[config.mk]
export PLATFORM = sky130hd
export DESIGN_NAME = fraction_sum_reducer_unit_flat
export DESIGN_NICKNAME = d
export VERILOG_FILES = /design/src/design/fsr_pkg.sv /design/src/design/fsr_if.sv /design/src/design/fsr_alu.sv /design/src/design/fsr_mult.sv /design/src/design/fsr_core.sv /design/src/design/fraction_sum_reducer_unit.sv /design/src/flat_wrapper.sv
export SDC_FILE = /design/constraint.sdc
export NUM_CORES = 2
export LEC_CHECK = 0
export BUFFER_PORTS_ARGS = -buffer_cell sky130_fd_sc_hd__buf_4
export CAP_MARGIN = 10
export CORE_MARGIN = 2
export CORE_UTILIZATION = 66
export DETAILED_ROUTE_END_ITERATION = 8
export HOLD_SLACK_MARGIN = 0.08
export PLACE_DENSITY = 0.9
export SLEW_MARGIN = 20
export SYNTH_ARGS = -nofsm -noshare
export SYNTH_HDL_FRONTEND = slang
export SYNTH_SLANG_ARGS = --single-unit
export TNS_END_PERCENT = 50
[constraint.sdc]
create_clock -name clock -period 11.3 [get_ports clock]
set_input_delay 1.13 -clock clock [delete_from_list [all_inputs] [get_ports clock]]
set_output_delay 1.13 -clock clock [all_outputs]
set_load 0.05 [all_outputs]
[src/design/fsr_pkg.sv]
// Shared widths, payload structs and helpers of the fraction sum reducer.
package fsr_pkg;

   localparam int WORD_W          = 32;
   localparam int DEN_W           = 31;
   localparam int WIDE_W          = 64;
   localparam int SHIFT_W         = 6;
   localparam int VALUE_WIDTH_DEF = 32;

   typedef struct packed {
      logic [WORD_W-1:0] acc_mag;
      logic              acc_neg;
      logic [WORD_W-1:0] acc_den;
      logic [WORD_W-1:0] x_mag;
      logic              x_neg;
      logic [WORD_W-1:0] d_mag;
      logic              d_neg;
   } op_type;

   typedef struct packed {
      logic [WIDE_W-1:0] mag;
      logic [WIDE_W-1:0] den;
      logic              neg;
   } sum_type;

   typedef struct packed {
      logic [WIDE_W-1:0] sum;
      logic              borrow;
   } alu_out_type;

   function automatic logic [WORD_W-1:0] magnitude(input logic [WORD_W-1:0] value);
      return value[WORD_W-1] ? (~value + 1'b1) : value;
   endfunction

endpackage

[src/design/fsr_if.sv]
// Request and response channel interfaces of the fraction sum reducer.
interface fsr_req_if;
   logic                                valid;
   logic                                ready;
   logic signed [fsr_pkg::WORD_W-1:0]   numerator;
   logic signed [fsr_pkg::WORD_W-1:0]   denominator;
   logic                                last;

   modport source (output valid, output numerator, output denominator, output last,
                   input ready);
   modport sink   (input valid, input numerator, input denominator, input last,
                   output ready);
endinterface

interface fsr_rsp_if;
   logic                                valid;
   logic                                ready;
   logic signed [fsr_pkg::WORD_W-1:0]   sum_numerator;
   logic        [fsr_pkg::DEN_W-1:0]    sum_denominator;
   logic                                overflow;
   logic                                bad_input;

   modport source (output valid, output sum_numerator, output sum_denominator,
                   output overflow, output bad_input, input ready);
   modport sink   (input valid, input sum_numerator, input sum_denominator,
                   input overflow, input bad_input, output ready);
endinterface

[src/design/fsr_alu.sv]
// Shared 64-bit add/subtract unit with borrow out.
module fsr_alu (
   input  logic [fsr_pkg::WIDE_W-1:0] a,
   input  logic [fsr_pkg::WIDE_W-1:0] b,
   input  logic                       sub,
   output fsr_pkg::alu_out_type       res
);
   localparam int SumW = fsr_pkg::WIDE_W + 1;

   logic [SumW-1:0] total;

   assign total      = {1'b0, a} + {1'b0, (sub ? ~b : b)} + SumW'(sub);
   assign res.sum    = total[SumW-2:0];
   assign res.borrow = sub & ~total[SumW-1];
endmodule

[src/design/fsr_mult.sv]
// Registered 32 by 32 unsigned multiplier.
module fsr_mult (
   input  logic                       clock,
   input  logic [fsr_pkg::WORD_W-1:0] a,
   input  logic [fsr_pkg::WORD_W-1:0] b,
   output logic [fsr_pkg::WIDE_W-1:0] prod_ff
);
   logic [fsr_pkg::WIDE_W-1:0] prod_in;

   assign prod_in = a * b;

   always_ff @(posedge clock) begin
      prod_ff <= prod_in;
   end
endmodule

[src/design/fsr_core.sv]
// Sequencer for cross multiply, signed add, binary GCD and restoring divides.
module fsr_core (
   input  logic                clock,
   input  logic                reset,
   input  logic                start,
   input  fsr_pkg::op_type     op,
   output logic                done,
   output fsr_pkg::sum_type    res
);
   localparam int WideW  = fsr_pkg::WIDE_W;
   localparam int ShiftW = fsr_pkg::SHIFT_W;

   typedef enum logic [3:0] {
      C_IDLE, C_MUL_AD, C_MUL_BX, C_MUL_BD, C_ADD, C_NEGATE, C_INIT, C_GCD,
      C_DIV_NUM, C_DIV_DEN, C_DONE
   } c_state_type;

   c_state_type            state_ff, state_in;
   fsr_pkg::op_type        op_ff, op_in;
   logic [WideW-1:0]       u_ff, u_in;
   logic [WideW-1:0]       v_ff, v_in;
   logic [WideW-1:0]       mag_ff, mag_in;
   logic [WideW-1:0]       den_ff, den_in;
   logic                   neg_ff, neg_in;
   logic [ShiftW-1:0]      k_ff, k_in;
   logic [WideW-1:0]       q_ff, q_in;
   logic [WideW-1:0]       r_ff, r_in;
   logic [ShiftW-1:0]      cnt_ff, cnt_in;

   logic [fsr_pkg::WORD_W-1:0] mul_a, mul_b;
   logic [WideW-1:0]           prod;
   logic [WideW-1:0]           alu_a, alu_b;
   logic                       alu_sub;
   fsr_pkg::alu_out_type       alu;
   logic [WideW-1:0]           rem_sh, q_step;
   logic                       sign_a, sign_b;

   fsr_mult u_mult (
      .clock   (clock),
      .a       (mul_a),
      .b       (mul_b),
      .prod_ff (prod)
   );

   fsr_alu u_alu (
      .a   (alu_a),
      .b   (alu_b),
      .sub (alu_sub),
      .res (alu)
   );

   assign sign_a = op_ff.acc_neg ^ op_ff.d_neg;
   assign sign_b = op_ff.x_neg;
   assign rem_sh = {r_ff[WideW-2:0], q_ff[WideW-1]};
   assign q_step = {q_ff[WideW-2:0], ~alu.borrow};

   assign done    = (state_ff == C_DONE);
   assign res.mag = mag_ff;
   assign res.den = den_ff;
   assign res.neg = neg_ff;

   always_comb begin
      state_in = state_ff;
      op_in    = op_ff;
      u_in     = u_ff;
      v_in     = v_ff;
      mag_in   = mag_ff;
      den_in   = den_ff;
      neg_in   = neg_ff;
      k_in     = k_ff;
      q_in     = q_ff;
      r_in     = r_ff;
      cnt_in   = cnt_ff;
      mul_a    = op_ff.acc_mag;
      mul_b    = op_ff.d_mag;
      alu_a    = u_ff;
      alu_b    = v_ff;
      alu_sub  = 1'b1;

      unique case (state_ff)
         C_IDLE: begin
            if (start) begin
               op_in    = op;
               state_in = C_MUL_AD;
            end
         end
         C_MUL_AD: begin
            state_in = C_MUL_BX;
         end
         C_MUL_BX: begin
            mul_a    = op_ff.acc_den;
            mul_b    = op_ff.x_mag;
            u_in     = prod;
            state_in = C_MUL_BD;
         end
         C_MUL_BD: begin
            mul_a    = op_ff.acc_den;
            mul_b    = op_ff.d_mag;
            v_in     = prod;
            state_in = C_ADD;
         end
         C_ADD: begin
            den_in  = prod;
            alu_sub = sign_a ^ sign_b;
            mag_in  = alu.sum;
            if (alu.borrow) begin
               neg_in   = sign_b ^ op_ff.d_neg;
               state_in = C_NEGATE;
            end else begin
               neg_in   = sign_a ^ op_ff.d_neg;
               state_in = C_INIT;
            end
         end
         C_NEGATE: begin
            alu_a    = '0;
            alu_b    = mag_ff;
            mag_in   = alu.sum;
            state_in = C_INIT;
         end
         C_INIT: begin
            u_in = mag_ff;
            v_in = den_ff;
            k_in = '0;
            if (mag_ff == '0) begin
               neg_in = 1'b0;
            end
            state_in = C_GCD;
         end
         C_GCD: begin
            if (u_ff == '0) begin
               q_in     = mag_ff >> k_ff;
               r_in     = '0;
               cnt_in   = '0;
               state_in = C_DIV_NUM;
            end else begin
               case ({u_ff[0], v_ff[0]})
                  2'b00: begin
                     u_in = u_ff >> 1;
                     v_in = v_ff >> 1;
                     k_in = k_ff + 1'b1;
                  end
                  2'b01: begin
                     u_in = u_ff >> 1;
                  end
                  2'b10: begin
                     v_in = v_ff >> 1;
                  end
                  default: begin
                     if (alu.borrow) begin
                        u_in = v_ff;
                        v_in = u_ff;
                     end else begin
                        u_in = alu.sum >> 1;
                     end
                  end
               endcase
            end
         end
         C_DIV_NUM: begin
            alu_a  = rem_sh;
            alu_b  = v_ff;
            r_in   = alu.borrow ? rem_sh : alu.sum;
            q_in   = q_step;
            cnt_in = cnt_ff + 1'b1;
            if (cnt_ff == '1) begin
               mag_in   = q_step;
               q_in     = den_ff >> k_ff;
               r_in     = '0;
               state_in = C_DIV_DEN;
            end
         end
         C_DIV_DEN: begin
            alu_a  = rem_sh;
            alu_b  = v_ff;
            r_in   = alu.borrow ? rem_sh : alu.sum;
            q_in   = q_step;
            cnt_in = cnt_ff + 1'b1;
            if (cnt_ff == '1) begin
               den_in   = q_step;
               state_in = C_DONE;
            end
         end
         C_DONE: begin
            state_in = C_IDLE;
         end
         default: begin
            state_in = C_IDLE;
         end
      endcase
   end

   always_ff @(posedge clock) begin
      if (reset) begin
         state_ff <= C_IDLE;
      end else begin
         state_ff <= state_in;
      end
      op_ff  <= op_in;
      u_ff   <= u_in;
      v_ff   <= v_in;
      mag_ff <= mag_in;
      den_ff <= den_in;
      neg_ff <= neg_in;
      k_ff   <= k_in;
      q_ff   <= q_in;
      r_ff   <= r_in;
      cnt_ff <= cnt_in;
   end
endmodule

[src/design/fraction_sum_reducer_unit.sv]
// Top level: running sum of signed fractions kept in lowest terms.
//
//  channel   dir  beat                                                 when
//  req_bus   in   numerator, denominator, last                         valid && ready
//  rsp_bus   out  sum_numerator, sum_denominator, overflow, bad_input  valid && ready
//
// A beat with a zero denominator skips the core. Any other beat passes through the
// accept, three multiplies and the add, one setup step, the binary GCD steps, two
// restoring divides and a done state; the add, GCD and divides all use the one
// shared 64-bit subtractor. A negate step follows when the difference must be
// negated back to a magnitude; a last beat adds an emit step to load the response
// register. Reset clears the running sum to 0/1 and both flags.
// A finished sum waits in the response register; a new beat is taken meanwhile,
// and only a second finished sum holds while the first is still stalled.
module fraction_sum_reducer_unit #(
   parameter int VALUE_WIDTH = fsr_pkg::VALUE_WIDTH_DEF
) (
   input  logic       clock,
   input  logic       reset,
   fsr_req_if.sink    req_bus,
   fsr_rsp_if.source  rsp_bus
);
   localparam int WordW = fsr_pkg::WORD_W;
   localparam int DenW  = fsr_pkg::DEN_W;
   localparam int WideW = fsr_pkg::WIDE_W;
   localparam logic [WideW-1:0] Lim = WideW'(1) << (VALUE_WIDTH - 1);

   typedef enum logic [1:0] {T_IDLE, T_CALC, T_EMIT} t_state_type;

   t_state_type              state_ff, state_in;
   logic [VALUE_WIDTH-1:0]   acc_num_ff, acc_num_in;
   logic [VALUE_WIDTH-2:0]   acc_den_ff, acc_den_in;
   logic                     ovf_ff, ovf_in;
   logic                     bad_ff, bad_in;
   logic                     last_ff, last_in;
   logic                     rsp_valid_ff, rsp_valid_in;
   logic [WordW-1:0]         rsp_num_ff, rsp_num_in;
   logic [DenW-1:0]          rsp_den_ff, rsp_den_in;
   logic                     rsp_ovf_ff, rsp_ovf_in;
   logic                     rsp_bad_ff, rsp_bad_in;

   logic                     accept;
   logic                     core_start;
   logic                     core_done;
   logic                     ovf_hit;
   logic [VALUE_WIDTH-1:0]   acc_mag;
   fsr_pkg::op_type          op;
   fsr_pkg::sum_type         res;

   fsr_core u_core (
      .clock (clock),
      .reset (reset),
      .start (core_start),
      .op    (op),
      .done  (core_done),
      .res   (res)
   );

   assign req_bus.ready           = (state_ff == T_IDLE);
   assign accept                  = req_bus.valid & req_bus.ready;
   assign rsp_bus.valid           = rsp_valid_ff;
   assign rsp_bus.sum_numerator   = rsp_num_ff;
   assign rsp_bus.sum_denominator = rsp_den_ff;
   assign rsp_bus.overflow        = rsp_ovf_ff;
   assign rsp_bus.bad_input       = rsp_bad_ff;

   assign acc_mag    = acc_num_ff[VALUE_WIDTH-1] ? (~acc_num_ff + 1'b1) : acc_num_ff;
   assign op.acc_mag = WordW'(acc_mag);
   assign op.acc_neg = acc_num_ff[VALUE_WIDTH-1];
   assign op.acc_den = WordW'(acc_den_ff);
   assign op.x_mag   = fsr_pkg::magnitude(req_bus.numerator);
   assign op.x_neg   = req_bus.numerator[WordW-1];
   assign op.d_mag   = fsr_pkg::magnitude(req_bus.denominator);
   assign op.d_neg   = req_bus.denominator[WordW-1];

   assign ovf_hit = (res.den > (Lim - 1'b1)) ||
                    (res.neg ? (res.mag > Lim) : (res.mag > (Lim - 1'b1)));

   always_comb begin
      state_in     = state_ff;
      acc_num_in   = acc_num_ff;
      acc_den_in   = acc_den_ff;
      ovf_in       = ovf_ff;
      bad_in       = bad_ff;
      last_in      = last_ff;
      rsp_valid_in = rsp_valid_ff & ~rsp_bus.ready;
      rsp_num_in   = rsp_num_ff;
      rsp_den_in   = rsp_den_ff;
      rsp_ovf_in   = rsp_ovf_ff;
      rsp_bad_in   = rsp_bad_ff;
      core_start   = 1'b0;

      unique case (state_ff)
         T_IDLE: begin
            if (accept) begin
               last_in = req_bus.last;
               if (req_bus.denominator == '0) begin
                  bad_in = 1'b1;
                  if (req_bus.last) begin
                     state_in = T_EMIT;
                  end
               end else begin
                  core_start = 1'b1;
                  state_in   = T_CALC;
               end
            end
         end
         T_CALC: begin
            if (core_done) begin
               if (ovf_hit) begin
                  ovf_in = 1'b1;
               end else begin
                  acc_num_in = res.neg ? (~res.mag[VALUE_WIDTH-1:0] + 1'b1)
                                       : res.mag[VALUE_WIDTH-1:0];
                  acc_den_in = res.den[VALUE_WIDTH-2:0];
               end
               state_in = last_ff ? T_EMIT : T_IDLE;
            end
         end
         T_EMIT: begin
            if (!rsp_valid_ff || rsp_bus.ready) begin
               rsp_valid_in = 1'b1;
               rsp_num_in   = WordW'($signed(acc_num_ff));
               rsp_den_in   = DenW'(acc_den_ff);
               rsp_ovf_in   = ovf_ff;
               rsp_bad_in   = bad_ff;
               acc_num_in   = '0;
               acc_den_in   = (VALUE_WIDTH-1)'(1);
               ovf_in       = 1'b0;
               bad_in       = 1'b0;
               state_in     = T_IDLE;
            end
         end
         default: begin
            state_in = T_IDLE;
         end
      endcase
   end

   always_ff @(posedge clock) begin
      if (reset) begin
         state_ff     <= T_IDLE;
         acc_num_ff   <= '0;
         acc_den_ff   <= (VALUE_WIDTH-1)'(1);
         ovf_ff       <= 1'b0;
         bad_ff       <= 1'b0;
         last_ff      <= 1'b0;
         rsp_valid_ff <= 1'b0;
      end else begin
         state_ff     <= state_in;
         acc_num_ff   <= acc_num_in;
         acc_den_ff   <= acc_den_in;
         ovf_ff       <= ovf_in;
         bad_ff       <= bad_in;
         last_ff      <= last_in;
         rsp_valid_ff <= rsp_valid_in;
      end
      rsp_num_ff <= rsp_num_in;
      rsp_den_ff <= rsp_den_in;
      rsp_ovf_ff <= rsp_ovf_in;
      rsp_bad_ff <= rsp_bad_in;
   end
endmodule
[src/flat_wrapper.sv]
// flat-port wrapper written by rule: the top's interface ports become plain ports
module fraction_sum_reducer_unit_flat 
#(
   parameter int VALUE_WIDTH = fsr_pkg::VALUE_WIDTH_DEF
)
  (clock, reset, req_bus_valid, req_bus_numerator, req_bus_denominator, req_bus_last, req_bus_ready, rsp_bus_valid, rsp_bus_sum_numerator, rsp_bus_sum_denominator, rsp_bus_overflow, rsp_bus_bad_input, rsp_bus_ready);
  fsr_req_if req_bus_i ();
  fsr_rsp_if rsp_bus_i ();
  input  logic clock;
  input  logic reset;
  input wire logic [$bits(req_bus_i.valid)-1:0] req_bus_valid;
  input wire logic [$bits(req_bus_i.numerator)-1:0] req_bus_numerator;
  input wire logic [$bits(req_bus_i.denominator)-1:0] req_bus_denominator;
  input wire logic [$bits(req_bus_i.last)-1:0] req_bus_last;
  output wire logic [$bits(req_bus_i.ready)-1:0] req_bus_ready;
  output wire logic [$bits(rsp_bus_i.valid)-1:0] rsp_bus_valid;
  output wire logic [$bits(rsp_bus_i.sum_numerator)-1:0] rsp_bus_sum_numerator;
  output wire logic [$bits(rsp_bus_i.sum_denominator)-1:0] rsp_bus_sum_denominator;
  output wire logic [$bits(rsp_bus_i.overflow)-1:0] rsp_bus_overflow;
  output wire logic [$bits(rsp_bus_i.bad_input)-1:0] rsp_bus_bad_input;
  input wire logic [$bits(rsp_bus_i.ready)-1:0] rsp_bus_ready;
  assign req_bus_i.valid = req_bus_valid;
  assign req_bus_i.numerator = req_bus_numerator;
  assign req_bus_i.denominator = req_bus_denominator;
  assign req_bus_i.last = req_bus_last;
  assign req_bus_ready = req_bus_i.ready;
  assign rsp_bus_valid = rsp_bus_i.valid;
  assign rsp_bus_sum_numerator = rsp_bus_i.sum_numerator;
  assign rsp_bus_sum_denominator = rsp_bus_i.sum_denominator;
  assign rsp_bus_overflow = rsp_bus_i.overflow;
  assign rsp_bus_bad_input = rsp_bus_i.bad_input;
  assign rsp_bus_i.ready = rsp_bus_ready;
  fraction_sum_reducer_unit #(.VALUE_WIDTH(VALUE_WIDTH)) u_core (.clock(clock), .reset(reset), .req_bus(req_bus_i), .rsp_bus(rsp_bus_i));
endmodule
-- After elaboration in Yosys (flattened, before gate mapping)
Cells that the tools add are included.
- multiply operators: 1
- bitwise operators: 15
- shift operators: 2
- add/subtract/negate cells: 8
- equality and inequality tests: 32
- muxes and demuxes: 70
- magnitude comparators: 3
- reductions and logical operators: 40
- operators with widths (kind ; number):
    64-bit one-hot mux with 2 select lines ; 5
    64-bit two-way mux ; 9
    64-bit one-hot mux with 3 select lines ; 3
    32-bit two-way mux ; 6
    63-bit two-way mux ; 3
    63-bit one-hot mux with 3 select lines ; 1
    31-bit two-way mux ; 6
    32-bit by 1-bit adder with 32-bit output, second input constant ; 4
    64-bit by 31-bit > comparator with 1-bit output, second input constant ; 2
    64-bit zero test ; 2
    32-bit inverter ; 4
    64-bit by 6-bit right shift with 64-bit output ; 2
    64-bit by 64-bit adder with 65-bit output ; 1
    65-bit by 1-bit adder with 65-bit output ; 1
    64-bit by 32-bit > comparator with 1-bit output, second input constant ; 1
    32-bit by 32-bit multiplier with 64-bit output ; 1
    64-bit inverter ; 1
    32-bit one-hot mux with 2 select lines ; 1
    31-bit one-hot mux with 2 select lines ; 1
    4-bit one-hot mux with 10 select lines ; 1
    32-bit zero test ; 1
    2-bit inequality test, second input constant ; 12
    6-bit one-hot mux with 2 select lines ; 2
    4-bit AND reduction ; 6
    other kinds (28) ; 95
- flip-flop bits (word level): 728
- bits of input ports: 69
- output and inout port bits: 67
- word-level logic and storage cells: 203

-- Logic depth before layout (Yosys ltp)
- depth after elaboration: 12
- mapped depth: 37
- gate-level depth less buffers: 33

-- By module
Synthesis repeated with hierarchy kept, for this count alone.
- cell total of the unflattened synthesis: 8744
- area total of the unflattened synthesis: 82685.6 um2
- by module, submodules not included (module ; area each (um2) ; sequential area each (um2) ; cells each ; times used):
    fsr_core ; 35967.0 ; 15905.3 ; 3517 ; 1
    fsr_mult ; 34799.6 ; 1281.2 ; 3793 ; 1
    fraction_sum_reducer_unit ; 7484.7 ; 3333.2 ; 776 ; 1
    fsr_alu ; 4434.3 ; 0.0 ; 658 ; 1

-- Worst setup path after synthesis
OpenSTA, ideal clock, no wires.
- path kind: reg2reg
- start: register u_core.u_core.state_ff[1]
- end: register u_core.u_core.u_mult.prod_ff[62] (netlist name)
- data required time: 11.178 ns
- clock period less this slack: 9.462 ns
- arrival: 9.340 ns
- cell stages (with the launch flop): 33
- path buffers: 4
- path slack: 1.838 ns
- library setup time: 0.122 ns
- path through: dfxtp_1 > clkbuf_1 > nand2_1 > nor2_1 > clkbuf_1 > buf_1 > mux2i_1 > clkbuf_1 > nor2_1 > fa_1 > fa_1 > fa_1 > inv_1 > fa_1 > inv_1 > fa_1 > inv_1 > fa_1 > inv_1 > fa_1 > fa_1 > ha_1 > and4_1 > nand3_1 > a211o_1 > nand3_1 > o22a_1 > a41o_1 > a2111oi_2 > nor2_1 > a41oi_1 > nor4b_1 > a311o_1
- word-level cells in the longest chain between the ends: 4
- elaborated cells between the ends (all ways): 6
- those cells by class: 1 x mul; 2 x eq/ne; 2 x mux; 1 x reduce/logical
- RTL lines (element ; RTL line ; text):
    start: declaration ; fsr_core.sv:18 ; c_state_type state_ff, state_in;
    start signal: assignment ; fsr_core.sv:196 ; state_ff <= state_in;
    4-bit by 2-bit == test with 1-bit output ; fsr_core.sv:80 ; unique case (state_ff)
    2-bit OR reduction (no source line) ; -- ;
    32-bit two-way mux ; fsr_core.sv:80 ;
    32-bit by 32-bit multiplier with 64-bit output * ; fsr_mult.sv:10 ; assign prod_in = a * b;
    net u_core.u_core.u_mult.prod_in (one bit) ; fsr_mult.sv:8 ; logic [fsr_pkg::WIDE_W-1:0] prod_in;
    end signal: assignment ; fsr_mult.sv:13 ; prod_ff <= prod_in;
    end: declaration ; fsr_mult.sv:6 ; output logic [fsr_pkg::WIDE_W-1:0] prod_ff
The timed path passes the listed nets; every way through them passes the cells marked *.
A chain may end at the register's enable or synchronous reset.

-- Worst setup path in the final report
Same ends and word-level chain as after synthesis.

==> flow_summary.ini <==
[grt]
grt_pass1_wl_mm = 449
grt_pass1_vias = 68417
grt_start_max_net_pins = 145
grt_overflow = 0
grt_antenna_before_repair = 17
grt_usage_pct = 51.1

[critical_path]
worst_path_max_delay_cell = mux2i_2
cp.required_ps = 11910
critPathArrivalTime_ps = 11260
reg2reg_setup_slack_ps = 660
critPathMostFrequentCell = fa_1
crit_type = flop to flop
path_buf_inv = 3
end_kind = flop
worstRegToRegCells = 26
crit_end = u_core.u_core.u_mult.prod_ff[62]$_DFF_P_
cp_top_family = adder cells
path_depth = 26
startpoint_type = flop
cpPeakStageDelay_ps = 870
r2r_start = u_core.u_core.state_ff[1]$_SDFFE_PP0P_
r2r_end = u_core.u_core.u_mult.prod_ff[62]$_DFF_P_
crit_start = u_core.u_core.state_ff[1]$_SDFFE_PP0P_
worstPathMaxFanout = 26

[cells_and_area]
final-seq-area_mm2 = 0.0205
areaGrowthSynthToFinish_pct = 7.30
final_net_count = 9582
drive_above_1_share_pct = 9.17
multi_input_area_mm2 = 0.0521
n_fill_cell = 8503

[timing]
timing.slew.headroom_pct = 17.9
rsz0062_at_grt = no
drv_slew = 0
setup_viol = 0
tightest_slew_ps = 1210
fin_tns_setup_ps = 0
fmax_mhz = 94.0
period_minus_slack_ps = 10640
fin_crit_sh_pct = 94.2
skew_ps = 68.8
final_hold_viol_count = 0

[clock_network]
clock-sinks = 728
cts_tree = built
post_cts_buffers = 0
clkLatencyLatePin_ps = 730
cts_root_buffer = clkbuf_16
ctsHoldBuffers = 0
clk_pin_slew_ps = 60
ctsResizeCount = 0
cts_buffer_depth = 3
cts_made_buffers = 83
ctsHtreeMaxLevel = 3

[die]
die_area_mm2 = 0.121
die_h_um = 347
dieWidth_um = 347
rows = 125
io_pins = 136
initial_core_util_pct = 66.7
core_area_mm2 = 0.117

[min_path]
hold_class = flop to flop

[synthesis]
synth_flop_cell = edfxtp_1
ys_seq_area_share_pct = 26.4
synth_nets = 9716
synth_area_leaders = fa_1 23%, edfxtp_1 23%, nand2_1 6.7%
synth_seq_cells = 728
yosysWarningCount = 0
synth_edf_count = 591
syn_area_mm2 = 0.0777
synth_top_area_share_pct = 23.1
synth_area_leader_cell = fa_1
synth_cells = 8418
syn_avg_cell_area_um2 = 9.23
synth-async-reset-ratio_pct = 0
ys_types = 93

[detailed_routing]
routed_via_density = 7.03
ant_nets = 0
drc_errors = 0
wl_mm = 309
wl_per_cell_um = 31.2
drt-initial-drc-count = 11877
dr.pass1.iters = 9
vias = 69544

[flow_run]
drv_cap = 0

[placement]
dpl.hpwl_mm = 231
place_congestion = 1.09
io_buffers = 135

[outcome]
status = finished, final reports clean
[synth_stat cells, types with 13 or more instances]
cell,count
or3_1,31
nor2b_1,27
buf_2,25
mux4_2,108
a31oi_1,34
or2_2,13
xor2_1,60
nor2_1,962
dfxtp_1,137
o31ai_1,39
xnor2_1,247
o211ai_1,20
inv_1,949
o221ai_1,21
o22ai_1,16
fa_1,897
and2_1,14
a22o_1,64
nand2_1,1394
mux2i_1,324
edfxtp_1,591
o21a_1,28
o41ai_1,16
a222oi_1,63
nand4_1,36
a221o_1,21
mux2_2,82
a211oi_1,19
nor3_1,54
clkbuf_1,430
o21ai_0,416
o21bai_1,27
ha_1,332
a22oi_1,19
nand2b_1,33
and3_1,21
buf_1,74
a21oi_1,355
nor4_1,51
a21o_1,81
nand3_1,127
or4_1,14
[worst register-to-register path: stages (launching register included)]
cell and delay [ps]:
dfxtp_1 750, and3_4 680, mux2i_2 930, buf_4 400, nor2_1 90, fa_1 490
inv_1 50, fa_1 500, fa_1 450, fa_1 550, inv_1 50, fa_1 480
fa_1 560, fa_1 430, fa_1 440, ha_1 370, and4_1 280, nand3_1 190
a211o_1 130, nand3_1 180, o22a_1 350, a41o_1 440, a2111oi_2 650, nor2_1 170
a41oi_1 500, nor4b_1 100, a311o_1 340
[state kept, by name (all words and copies together) (netlist names), 2 cells and up]
name and flops:
u_core.u_core.r_ff 63, u_core.u_core.u_mult.prod_ff 64, u_core.u_core.v_ff 64, u_core.u_core.state_ff 4, u_core.rsp_bus.sum_numerator 32, u_core.u_core.mag_ff 64, u_core.u_core.k_ff 6, u_core.u_core.q_ff 64
u_core.u_core.op_ff 129, u_core.u_core.den_ff 64, u_core.state_ff 2, u_core.u_core.cnt_ff 6, u_core.acc_den_ff 31, u_core.acc_num_ff 32, u_core.rsp_bus.sum_denominator 31, u_core.u_core.u_ff 64
[final cells by class]
class                      count  share of cell area, %
multi-input combinational   6206                   62.4
clock buffer                 106                   2.77
inverter                     952                   4.29
sequential                   728                   24.6
tap                         1524                   2.29
clock inverter                50                  0.717
timing repair buffer         313                   2.89
antenna                        9                 0.0270
[metrics by stage]
step / util, % / hold slack (ps) / worst slack (ps) / cells / cell area [um2]
after floorplan: - / 409 / 1840 / 8418 / 77700
after global placement: 69.0 / 440 / 1070 / 9722 / 80400
after detailed placement: 69.0 / 455 / 919 / 9722 / 80400
after CTS: 71.5 / 473 / 910 / 9878 / 83300
after global routing: 71.6 / 501 / 408 / 9879 / 83400
final: 71.6 / 483 / 658 / 9888 / 83400
[logic make-up after synthesis]
| kind of cell | count (synthesis) | share of synthesized area [%] |
|---|---|---|
| adder cells (fa/ha/maj) | 1229 | 28.4 |
| buffers and inverters | 1484 | 7.22 |
| AO/OA/AOI/OAI | 1333 | 10.9 |
| AND/OR/NAND/NOR | 2818 | 15.0 |
| XOR/XNOR | 308 | 3.49 |
| flip-flops | 728 | 26.4 |
| multiplexers | 518 | 8.55 |
[layer usage]
| layer | part of all wire [%] | GRT usage, % | vias to the layer above | wire length [um] |
|---|---|---|---|---|
| met5 | 0.025 | 0.160 | - | 77 |
| met1 | 34 | 66.4 | 33630 | 104000 |
| met4 | 8.5 | 34.2 | 12 | 26100 |
| li1 | - | - | 27904 | - |
| met3 | 17 | 19.2 | 1484 | 52400 |
| met2 | 41 | 71.3 | 6514 | 126000 |
[worst min-delay path by stage]
stage	start	end	slack, ps	cells after the start
5_1_grt	u_core.acc_den_ff[19]$_SDFFE_PP0P_	u_core.rsp_bus.sum_denominator[19]$_DFFE_PP_	500	0
3_5_place_dp	u_core.acc_den_ff[30]$_SDFFE_PP0P_	u_core.rsp_bus.sum_denominator[30]$_DFFE_PP_	450	0
3_3_place_gp	u_core.acc_den_ff[30]$_SDFFE_PP0P_	u_core.rsp_bus.sum_denominator[30]$_DFFE_PP_	440	0
6_report	u_core.acc_den_ff[30]$_SDFFE_PP0P_	u_core.acc_den_ff[30]$_SDFFE_PP0P_	480	2
2_1_floorplan	u_core.bad_ff$_SDFFE_PP0P_	u_core.rsp_bus.bad_input$_DFFE_PP_	410	0
4_1_cts	u_core.acc_den_ff[30]$_SDFFE_PP0P_	u_core.acc_den_ff[30]$_SDFFE_PP0P_	470	2
[placed cells by master, fill, tap and decap left out, drive strengths merged, types with 127 or more instances in the layout]
cell type / netlist / final
a21oi: 355 / 355
buf: 102 / 313
dfxtp: 137 / 137
edfxtp: 591 / 591
fa: 897 / 897
ha: 332 / 332
inv: 951 / 959
mux2i: 324 / 324
nand2: 1394 / 1394
nand3: 127 / 127
nor2: 962 / 962
o21ai: 421 / 421
xnor2: 247 / 247
Power is not shown: default switching activity piles up to over one toggle a cycle in this logic, so the estimate is an artifact.
